<file path="config.mk">
export PLATFORM = sky130hd
export DESIGN_NAME = timer_prescaler_compare_select_flat
export DESIGN_NICKNAME = d
export VERILOG_FILES = /design/src/tpcs_pkg.sv /design/src/tpcs_if.sv /design/src/tpcs_div_stage.sv /design/src/tpcs_select.sv /design/src/timer_prescaler_compare_select.sv /design/src/flat_wrapper.sv
export VERILOG_INCLUDE_DIRS = /design/src /design/src/src
export SDC_FILE = /design/constraint.sdc
export NUM_CORES = 2
export LEC_CHECK = 0
export BUFFER_PORTS_ARGS = -buffer_cell sky130_fd_sc_hd__buf_2
export CAP_MARGIN = 20
export CORE_MARGIN = 2
export CORE_UTILIZATION = 55
export CTS_CLUSTER_SIZE = 20
export DETAILED_ROUTE_END_ITERATION = 16
export GPL_ROUTABILITY_DRIVEN = 0
export HOLD_SLACK_MARGIN = 0.08
export PLACE_DENSITY = 0.77
export SYNTH_ARGS = -nofsm -noshare
export SYNTH_HDL_FRONTEND = slang
export SYNTH_SLANG_ARGS = --single-unit
</file>
<file path="constraint.sdc">
create_clock -name clk -period 73.9 [get_ports clk]
set_input_delay 7.39 -clock clk [delete_from_list [all_inputs] [get_ports clk]]
set_output_delay 7.39 -clock clk [all_outputs]
set_load 0.02 [all_outputs]
</file>
<file path="src/timer_prescaler_compare_select_assert.svh">
// assertion macros for the timer prescaler compare select block
// used by the top level; expects clk and rst_n in the including scope
`ifndef TIMER_PRESCALER_COMPARE_SELECT_ASSERT_SVH
`define TIMER_PRESCALER_COMPARE_SELECT_ASSERT_SVH

// same-cycle implication, checked outside reset
`define TPCS_ASSERT_IMPL(lbl, ante, cons, msg) \
    lbl: assert property (@(posedge clk) disable iff (!rst_n) (ante) |-> (cons)) \
        else $error(msg);

// next-cycle implication, checked outside reset
`define TPCS_ASSERT_NEXT(lbl, ante, cons, msg) \
    lbl: assert property (@(posedge clk) disable iff (!rst_n) (ante) |=> (cons)) \
        else $error(msg);

`endif

</file>
<file path="src/tpcs_pkg.sv">
// shared types and constants for the timer prescaler compare select block
// no dependencies
`timescale 1ns / 1ps

package tpcs_pkg;

    // field widths
    localparam int unsigned FREQ_W    = 32;
    localparam int unsigned DIV_W     = FREQ_W + 1;
    localparam int unsigned IDX_W     = 3;
    localparam int unsigned CMP_W     = 16;

    // prescaler table as shift amounts: 1, 8, 64, 256, 1024
    localparam int unsigned PRESC_COUNT = 5;
    localparam int unsigned PRESC_SHIFT [PRESC_COUNT] = '{0, 3, 6, 8, 10};

    // largest tick count whose compare value still fits in 16 bits
    localparam int unsigned TICK_LIMIT = 65536;

    typedef enum logic
    {
        STATUS_OK  = 1'b0,
        STATUS_ERR = 1'b1
    } status_t;

    typedef logic [IDX_W-1:0] idx_t;
    typedef logic [CMP_W-1:0] cmp_t;

endpackage

</file>
<file path="src/tpcs_if.sv">
// valid/ready channel interfaces for the request and result sides
// depends on tpcs_pkg
`timescale 1ns / 1ps

interface tpcs_in_if
    import tpcs_pkg::*;
();
    logic              valid;
    logic              ready;
    logic [FREQ_W-1:0] target_freq;

    modport source (output valid, output target_freq, input ready);
    modport sink   (input valid, input target_freq, output ready);
endinterface

interface tpcs_out_if
    import tpcs_pkg::*;
();
    logic    valid;
    logic    ready;
    status_t status;
    idx_t    prescaler_index;
    idx_t    clock_select;
    cmp_t    compare_value;

    modport source (output valid, output status, output prescaler_index,
                    output clock_select, output compare_value, input ready);
    modport sink   (input valid, input status, input prescaler_index,
                    input clock_select, input compare_value, output ready);
endinterface

</file>
<file path="src/tpcs_div_stage.sv">
// one restoring division step: constant clock dividend over twice the frequency
// depends on tpcs_pkg
`timescale 1ns / 1ps

module tpcs_div_stage
    import tpcs_pkg::*;
#(
    parameter int unsigned CW           = 24,
    parameter int unsigned CLOCK_HZ     = 16000000,
    parameter int unsigned DIVIDEND_BIT = 0
)
(
    input  logic             clk,
    input  logic             rst_n,
    input  logic             en,
    input  logic             valid,
    input  logic             zero,
    input  logic [DIV_W-1:0] divisor,
    input  logic [CW-1:0]    rem,
    input  logic [CW-1:0]    quo,
    output logic             stage_valid,
    output logic             stage_zero,
    output logic [DIV_W-1:0] stage_divisor,
    output logic [CW-1:0]    stage_rem,
    output logic [CW-1:0]    stage_quo
);

    localparam int unsigned  TW       = DIV_W + 1;
    localparam logic [CW-1:0] DIVIDEND = CW'(CLOCK_HZ);

    logic             valid_reg;
    logic             zero_reg;
    logic [DIV_W-1:0] divisor_reg;
    logic [CW-1:0]    rem_reg, rem_next;
    logic [CW-1:0]    quo_reg, quo_next;

    logic [CW:0]      shifted;
    logic [TW-1:0]    trial;
    logic [TW-1:0]    diff;
    logic             fits;

    // bring down the next dividend bit and try a subtract
    always_comb
    begin
        shifted  = {rem, DIVIDEND[DIVIDEND_BIT]};
        trial    = TW'(shifted);
        diff     = trial - {1'b0, divisor};
        fits     = trial >= {1'b0, divisor};
        rem_next = fits ? diff[CW-1:0] : shifted[CW-1:0];
        quo_next = {quo[CW-2:0], fits};
    end

    // valid bit
    always_ff @(posedge clk or negedge rst_n)
    begin
        if (!rst_n)
        begin
            valid_reg <= 1'b0;
        end
        else if (en)
        begin
            valid_reg <= valid;
        end
    end

    // payload
    always_ff @(posedge clk)
    begin
        if (en)
        begin
            zero_reg    <= zero;
            divisor_reg <= divisor;
            rem_reg     <= rem_next;
            quo_reg     <= quo_next;
        end
    end

    assign stage_valid   = valid_reg;
    assign stage_zero    = zero_reg;
    assign stage_divisor = divisor_reg;
    assign stage_rem     = rem_reg;
    assign stage_quo     = quo_reg;

endmodule

</file>
<file path="src/tpcs_select.sv">
// picks the first prescaler whose tick count fits and holds the result register
// depends on tpcs_pkg and tpcs_out_if
`timescale 1ns / 1ps

module tpcs_select
    import tpcs_pkg::*;
#(
    parameter int unsigned CW = 24
)
(
    input  logic          clk,
    input  logic          rst_n,
    input  logic          en,
    input  logic          valid,
    input  logic          zero,
    input  logic [CW-1:0] quo,
    tpcs_out_if.source    result
);

    logic    valid_reg;
    status_t status_reg, status_next;
    idx_t    index_reg, index_next;
    idx_t    csel_reg, csel_next;
    cmp_t    cmp_reg, cmp_next;

    logic [CW-1:0] ticks;
    logic [CW-1:0] ticks_m1;
    logic          found;

    // ticks for prescaler 2^k is the half-period quotient shifted right by k
    always_comb
    begin
        found       = 1'b0;
        status_next = STATUS_ERR;
        index_next  = '0;
        csel_next   = '0;
        cmp_next    = '0;
        ticks       = '0;
        ticks_m1    = '0;
        for (int i = 0; i < PRESC_COUNT; i++)
        begin
            ticks    = quo >> PRESC_SHIFT[i];
            ticks_m1 = ticks - CW'(1);
            if (!found && !zero && ticks != '0 && ticks <= CW'(TICK_LIMIT))
            begin
                found       = 1'b1;
                status_next = STATUS_OK;
                index_next  = IDX_W'(i);
                csel_next   = IDX_W'(i + 1);
                cmp_next    = ticks_m1[CMP_W-1:0];
            end
        end
    end

    // result valid
    always_ff @(posedge clk or negedge rst_n)
    begin
        if (!rst_n)
        begin
            valid_reg <= 1'b0;
        end
        else if (en)
        begin
            valid_reg <= valid;
        end
    end

    // result payload
    always_ff @(posedge clk)
    begin
        if (en)
        begin
            status_reg <= status_next;
            index_reg  <= index_next;
            csel_reg   <= csel_next;
            cmp_reg    <= cmp_next;
        end
    end

    assign result.valid           = valid_reg;
    assign result.status          = status_reg;
    assign result.prescaler_index = index_reg;
    assign result.clock_select    = csel_reg;
    assign result.compare_value   = cmp_reg;

endmodule

</file>
<file path="src/timer_prescaler_compare_select.sv">
// top level of the timer prescaler compare select block
// depends on tpcs_pkg, tpcs_if, tpcs_div_stage, tpcs_select and the assertion header
`timescale 1ns / 1ps

// Takes a toggle frequency in hertz and returns the clear-on-compare timer
// setting: the first of the prescalers 1, 8, 64, 256, 1024 whose tick count
// floor(CLOCK_HZ / (prescaler * 2 * freq)) lies in 1..65536, its clock-select
// code and the compare value (ticks - 1). Zero frequency, or no fitting
// prescaler, gives an error status with all other fields zero. One frequency
// is accepted every cycle while the result side is not stalled. CW is the bit
// width of CLOCK_HZ (24 at 16 MHz). The restoring divider forms the CW-bit
// quotient CLOCK_HZ / (2 * freq) one bit per register stage, followed by
// the selection stage that holds the result. A stall on the result side
// freezes the whole pipeline, nothing is dropped.

`include "timer_prescaler_compare_select_assert.svh"

module timer_prescaler_compare_select
    import tpcs_pkg::*;
#(
    parameter int unsigned CLOCK_HZ = 16000000
)
(
    input  logic        clk,
    input  logic        rst_n,
    tpcs_in_if.sink     request,
    tpcs_out_if.source  result
);

    localparam int unsigned CW = $clog2(CLOCK_HZ + 1);

    logic                  en;
    logic [CW:0]           vld;
    logic [CW:0]           zero;
    logic [DIV_W-1:0]      dvs [CW+1];
    logic [CW-1:0]         rem [CW+1];
    logic [CW-1:0]         quo [CW+1];

    // global advance: move whenever the result register is free or being taken
    assign en            = !result.valid || result.ready;
    assign request.ready = en;

    // divider entry: divisor is twice the frequency
    assign vld[0]  = request.valid;
    assign zero[0] = request.target_freq == '0;
    assign dvs[0]  = {request.target_freq, 1'b0};
    assign rem[0]  = '0;
    assign quo[0]  = '0;

    // one quotient bit per stage, most significant first
    for (genvar s = 0; s < CW; s++)
    begin : g_div
        tpcs_div_stage #(
            .CW           (CW),
            .CLOCK_HZ     (CLOCK_HZ),
            .DIVIDEND_BIT (CW - 1 - s)
        ) u_stage (
            .clk           (clk),
            .rst_n         (rst_n),
            .en            (en),
            .valid         (vld[s]),
            .zero          (zero[s]),
            .divisor       (dvs[s]),
            .rem           (rem[s]),
            .quo           (quo[s]),
            .stage_valid   (vld[s+1]),
            .stage_zero    (zero[s+1]),
            .stage_divisor (dvs[s+1]),
            .stage_rem     (rem[s+1]),
            .stage_quo     (quo[s+1])
        );
    end

    // prescaler choice and result register
    tpcs_select #(
        .CW (CW)
    ) u_select (
        .clk    (clk),
        .rst_n  (rst_n),
        .en     (en),
        .valid  (vld[CW]),
        .zero   (zero[CW]),
        .quo    (quo[CW]),
        .result (result)
    );

    // result consistency
    `TPCS_ASSERT_IMPL(a_csel_follows_index, result.valid && result.status == STATUS_OK, result.clock_select == result.prescaler_index + 3'd1, "clock select is not index plus one")
    `TPCS_ASSERT_IMPL(a_error_fields_zero, result.valid && result.status == STATUS_ERR, result.prescaler_index == '0 && result.clock_select == '0 && result.compare_value == '0, "error result carries nonzero fields")
    `TPCS_ASSERT_IMPL(a_index_in_table, result.valid && result.status == STATUS_OK, result.prescaler_index <= 3'd4, "prescaler index outside table")
    `TPCS_ASSERT_NEXT(a_stall_freezes_entry, result.valid && !result.ready, vld[0] == $past(vld[0]) || !request.ready || vld[1] == $past(vld[1]), "pipeline moved during a result stall")

endmodule
</file>
<file path="src/flat_wrapper.sv">
// flat-port wrapper written by rule: the top's interface ports become plain ports
module timer_prescaler_compare_select_flat import tpcs_pkg::*;
#(
    parameter int unsigned CLOCK_HZ = 16000000
)
  (clk, rst_n, request_valid, request_target_freq, request_ready, result_valid, result_status, result_prescaler_index, result_clock_select, result_compare_value, result_ready);
  tpcs_in_if request_i ();
  tpcs_out_if result_i ();
  input  logic clk;
  input  logic rst_n;
  input wire logic [$bits(request_i.valid)-1:0] request_valid;
  input wire logic [$bits(request_i.target_freq)-1:0] request_target_freq;
  output wire logic [$bits(request_i.ready)-1:0] request_ready;
  output wire logic [$bits(result_i.valid)-1:0] result_valid;
  output wire logic [$bits(result_i.status)-1:0] result_status;
  output wire logic [$bits(result_i.prescaler_index)-1:0] result_prescaler_index;
  output wire logic [$bits(result_i.clock_select)-1:0] result_clock_select;
  output wire logic [$bits(result_i.compare_value)-1:0] result_compare_value;
  input wire logic [$bits(result_i.ready)-1:0] result_ready;
  assign request_i.valid = request_valid;
  assign request_i.target_freq = request_target_freq;
  assign request_ready = request_i.ready;
  assign result_valid = result_i.valid;
  assign result_status = result_i.status;
  assign result_prescaler_index = result_i.prescaler_index;
  assign result_clock_select = result_i.clock_select;
  assign result_compare_value = result_i.compare_value;
  assign result_i.ready = result_ready;
  timer_prescaler_compare_select #(.CLOCK_HZ(CLOCK_HZ)) u_core (.clk(clk), .rst_n(rst_n), .request(request_i), .result(result_i));
endmodule
</file>
# == Yosys cells after proc, flatten, opt, wreduce, memory -nomap -nowiden ==
# Index checks and enable logic that the tools add are counted.
# totals
regBits,1660
in_bits,36
output_inout_bits,25
word_cells,271
# op_classes
n_addsub,28
n_lt_le_gt_ge,29
muxes,39
reduce_logical,29
# op_table
op,count
greater-or-equal comparator 25 x 33 -> 1 bit,23
two-way mux 24 bit,22
subtractor 24 bit,22
nonzero test 24 bit,5
two-way mux 16 bit,5
"subtractor 16 x 1 -> 16 bit, second input constant",4
"greater-or-equal comparator 1 x 33 -> 1 bit, first input constant",1
zero test 32 bit,1
"less-or-equal comparator 24 x 17 -> 1 bit, second input constant",1
"subtractor 1 x 24 -> 24 bit, first input constant",1
"less-or-equal comparator 21 x 17 -> 1 bit, second input constant",1
"less-or-equal comparator 18 x 17 -> 1 bit, second input constant",1
"less-or-equal comparator 14 x 17 -> 1 bit, second input constant",1
"less-or-equal comparator 16 x 17 -> 1 bit, second input constant",1
"subtractor 14 x 1 -> 15 bit, second input constant",1
logical AND 1 bit,14
two-way mux 1 bit,8
zero test 1 bit,6
two-way mux 2 bit,3
OR reduction 4 bit,1
two-way mux 3 bit,1
OR reduction 2 bit,1
logical OR 1 bit,1

# == Depth between registers and ports, before layout ==
# logic_depth
word_depth,24
mapped_depth,14
ltp_nobuf,13

# == Modules after synthesis ==
# From an unflattened synthesis, not the netlist that was laid out.
# unflattened
hier_cells,8392
hier_area_um2,105207.2
# modules_own_cells
mod,instances,cells_each,area_each_um2,seq_area_each_um2
tpcs_div_stage at u_core.g_div[11].u_stage ...,17,341,4294.1,2487.4
tpcs_div_stage at u_core.g_div[13].u_stage ...,5,322,4232.8,2487.4
tpcs_div_stage at u_core.g_div[0].u_stage ...,2,345,4236.6,2487.4
tpcs_select,1,282,2487.4,715.7
timer_prescaler_compare_select,1,13,82.6,0.0

# == Least setup slack after synthesis ==
# Ideal clock, no wire load.
# synth_timing
path_kind,input to output
from,input port result_ready
to,output port request_ready
t_arrival_ns,50.761
required_time_ns,66.510
slack_ns,15.749
path_stages,3
n_path_buf,2
cell_sequence,nand2b_1 -> clkbuf_1 -> clkbuf_1
# synth_via
elab_chain_cells,1
# synth_rtl
element,line,rtl
"start, declared",flat_wrapper.sv:19,input wire logic [$bits(result_i.ready)-1:0] result_ready;
logical OR 1 bit,timer_prescaler_compare_select.sv:40,assign en = !result.valid || result.ready;
"end, declared",flat_wrapper.sv:13,output wire logic [$bits(request_i.ready)-1:0] request_ready;
# No other way between the ends.

# == Final worst setup path ==
# Ends and elaborated chain as after synthesis.

==> flow_summary.ini <==
[status]
status = complete, no violations

[routing]
wl_per_cell_microns = 17.7
antenna_left = 0
viasPerCell = 5.70
first_iter_violations = 3081
drc = 0
firstDrtPassIters = 6
wirelength_microns = 155000
vias = 49900

[power_and_ir_drop]
pwr_density_cell_mw_per_mm2 = 47.2
clkPwrFrac_pct = 19.1
p_leak_nw = 36.3
p_int_mw = 2.69
pwr-share-comb_pct = 41.3
ir_drop_mv = 0.0292
switchingPower_mw = 1.54
p_seq_share_pct = 39.7
total_power_mw = 4.23
switching_share_pct = 36.4

[worst_setup_path]
max_stage_delay_ns = 0.40
arrival_ns = 8.18
crit_required_ns = 66.51
critPathBufInv = 2
criticalPathCategory = primary input to output port
path_cells = buf_2 -> nand2b_4 -> buf_2
worstPathMaxFanout = 5
cpMostUsedCell = buf_2
endpoint_kind = output port
worstSetupStartpointType = primary input
startpoint = result_ready
crit_family = simple AND/OR/NAND/NOR gates
r2r_start = u_core.u_select.result.valid
cpMaxStageDelayCell = nand2b_4

[synthesis]
synth_area_sq_mm = 0.0817
synth-async-reset-ratio_pct = 1.55
seq_area_frac_synth_pct = 59.2
yosys_warnings = 0
synth-edff-count = 1588
ys_dominant_reg_cell = edfxtp_1
ys_types = 93
ys_seq_elements = 1613
syn_inst = 6495
syn_area_per_cell_sq_um = 12.6

[worst_hold_path]
hp-start = u_core.g_div[14].u_stage.stage_quo[4]
hold_class = flop to flop

[global_route]
grt_max_degree = 95
grt_pass1_wl_microns = 250000
grt_overflow = 0
grt_pass1_vias = 51400
grt_antenna_before_repair = 1
grt_usage_pct = 20.4

[layout]
final_common_cell = edfxtp_1
multi_input_area_sq_mm = 0.0304
largest_register_ff_count = 736
layout-drive-gt1-share_pct = 9.88
nFillCells = 10700
syn2layout_area_growth_pct = 9.72
seqCellArea_sq_mm = 0.0483
finalNetCount = 7291
layout_common_cells = 1588 x edfxtp_1, 701 x inv_1, 550 x ha_1, 444 x nand2_1, 410 x a21oi_1

[place]
dpl_worst_slack_ns = 58.33
port_buffers = 60
dp_hpwl_microns = 114000

[clock_tree]
cts_tree = built
post_cts_buffers = 0
cts_buffers = 164
clk_path_buf_depth = 3
root_buffer = clkbuf_16
cts_sinks = 1613
cts_repair_resize_count = 0
clock_latency_ns = 0.79
clk_pin_slew_worst_paths_ns = 0.06
ctsHoldBuffers = 0
cts_max_level = 4

[floorplan]
start_util_pct = 55.3
ios = 61
core_area_sq_mm = 0.148
die_area_sq_mm = 0.152
dieWidth_microns = 389
die_y_microns = 389
std_cell_rows = 141

[run]
cap_violations = 0

[sta]
skew_ns = 0.0287
setup-tns-final_ns = 0
worst_pin_slew_ns = 1.20
finalHoldViolCount = 0
setup_viol = 0
max_clock_freq_mhz = 64.2
max_slew_margin_pct = 19.9
period_needed_ns = 15.57
fin_crit_sh_pct = 21.1
worst_slack_ns = 58.33
maxSlewViolCount = 0
rsz0062_at_grt = no
## cells in the mapped netlist, types with 26 or more instances
cell	number	area (sq um)
xor2_1	160	1400
nor2b_1	80	500
edfxtp_1	1588	47700
o21bai_1	48	360
xnor2_1	286	2500
mux2_2	259	2920
clkbuf_1	54	203
inv_1	701	2630
nor3_1	88	440
and3_1	28	175
a21oi_1	411	2060
o31ai_1	37	278
o21a_1	76	571
a31oi_1	48	300
nand2b_1	73	457
ha_1	550	6880
nor4_1	66	413
nor2_1	267	1000
a21o_1	218	1640
o21ai_0	354	1770
nand2_1	444	1670
a21boi_0	33	248
nand3_1	75	375
nand4_1	65	407
mux2i_1	26	260
## per-layer routing
metal / GRT usage, % / vias to the layer above / part of all wire [%]
li1: - / 24300 / -
met4: 12.8 / 0 / 6.3
met3: 3.02 / 496 / 3.7
met1: 20.0 / 23900 / 36
met5: 0 / - / 0
met2: 39.6 / 1269 / 54
## through the flow
step / utilization [%] / cells / hold WS (ns) / area [sq um]
after global routing: 60.7 / 8744 / 0.410 / 89600
after global placement: 57.1 / 8446 / 0.401 / 84300
after CTS: 60.7 / 8743 / 0.402 / 89600
final: 60.7 / 8746 / 0.408 / 89600
after floorplan: - / 6506 / 0.400 / 81700
after detailed placement: 57.1 / 8446 / 0.405 / 84300
## cell type report
class / count / share of cell area, %
inverters: 701 / 2.94
well taps: 1930 / 2.70
flip-flops and latches: 1613 / 53.9
repair buffers: 103 / 0.718
clock inverters: 82 / 0.926
clock buffers: 215 / 4.92
multi-input cells: 4100 / 33.9
diodes: 2 / 0.00559
## worst register-to-register path: stages, from the launching register on
cell	delay [ns]
dfrtp_1	0.40
nand2b_4	0.37
buf_4	0.69
buf_4	0.71
buf_4	0.74
buf_4	0.76
buf_4	0.88
buf_4	1.04
## final timing paths
path / endpoint / slack [ns] / depth (start not counted)
worst max register to register: u_core.g_div[5].u_stage.stage_divisor[16] / 67.86 / 7
worst min register to register: u_core.g_div[15].u_stage.stage_quo[5] / 0.41 / 0
min in group asynchronous: u_core.u_select.result.valid / 6.58 / 1
max in group asynchronous: u_core.g_div[17].u_stage.stage_valid / 66.96 / 1
worst min-delay path: u_core.g_div[15].u_stage.stage_quo[5] / 0.41 / 0
worst max-delay path: request_ready / 58.33 / 3
## power by group through the flow
| stage | Sequential, mW | Combinational, mW | Clock (mW) |
|---|---|---|---|
| 2_1_floorplan | 2.04 | 1.36 | 0 |
| 6_report | 1.68 | 1.75 | 0.807 |
| 3_3_place_gp | 1.68 | 1.63 | 0 |
| 4_1_cts | 1.68 | 1.74 | 0.822 |
| 3_5_place_dp | 1.69 | 1.72 | 0 |
| 5_1_grt | 1.72 | 1.94 | 0.858 |
## kinds of logic (layout without fill, tap and decap cells)
| kind of cell | Yosys count | in the layout | synth area share (%) |
|---|---|---|---|
| other | 1 | 14 | 0.00459 |
| AO/OA/AOI/OAI | 1455 | 1455 | 11.3 |
| XOR/XNOR | 446 | 446 | 4.78 |
| adder cells (fa/ha/maj) | 572 | 572 | 8.97 |
| multiplexers | 305 | 305 | 4.24 |
| buffers and inverters | 793 | 1101 | 3.79 |
| AND/OR/NAND/NOR | 1310 | 1310 | 7.75 |
| flip-flops | 1613 | 1613 | 59.2 |
Power figures use the tool's default switching activity.
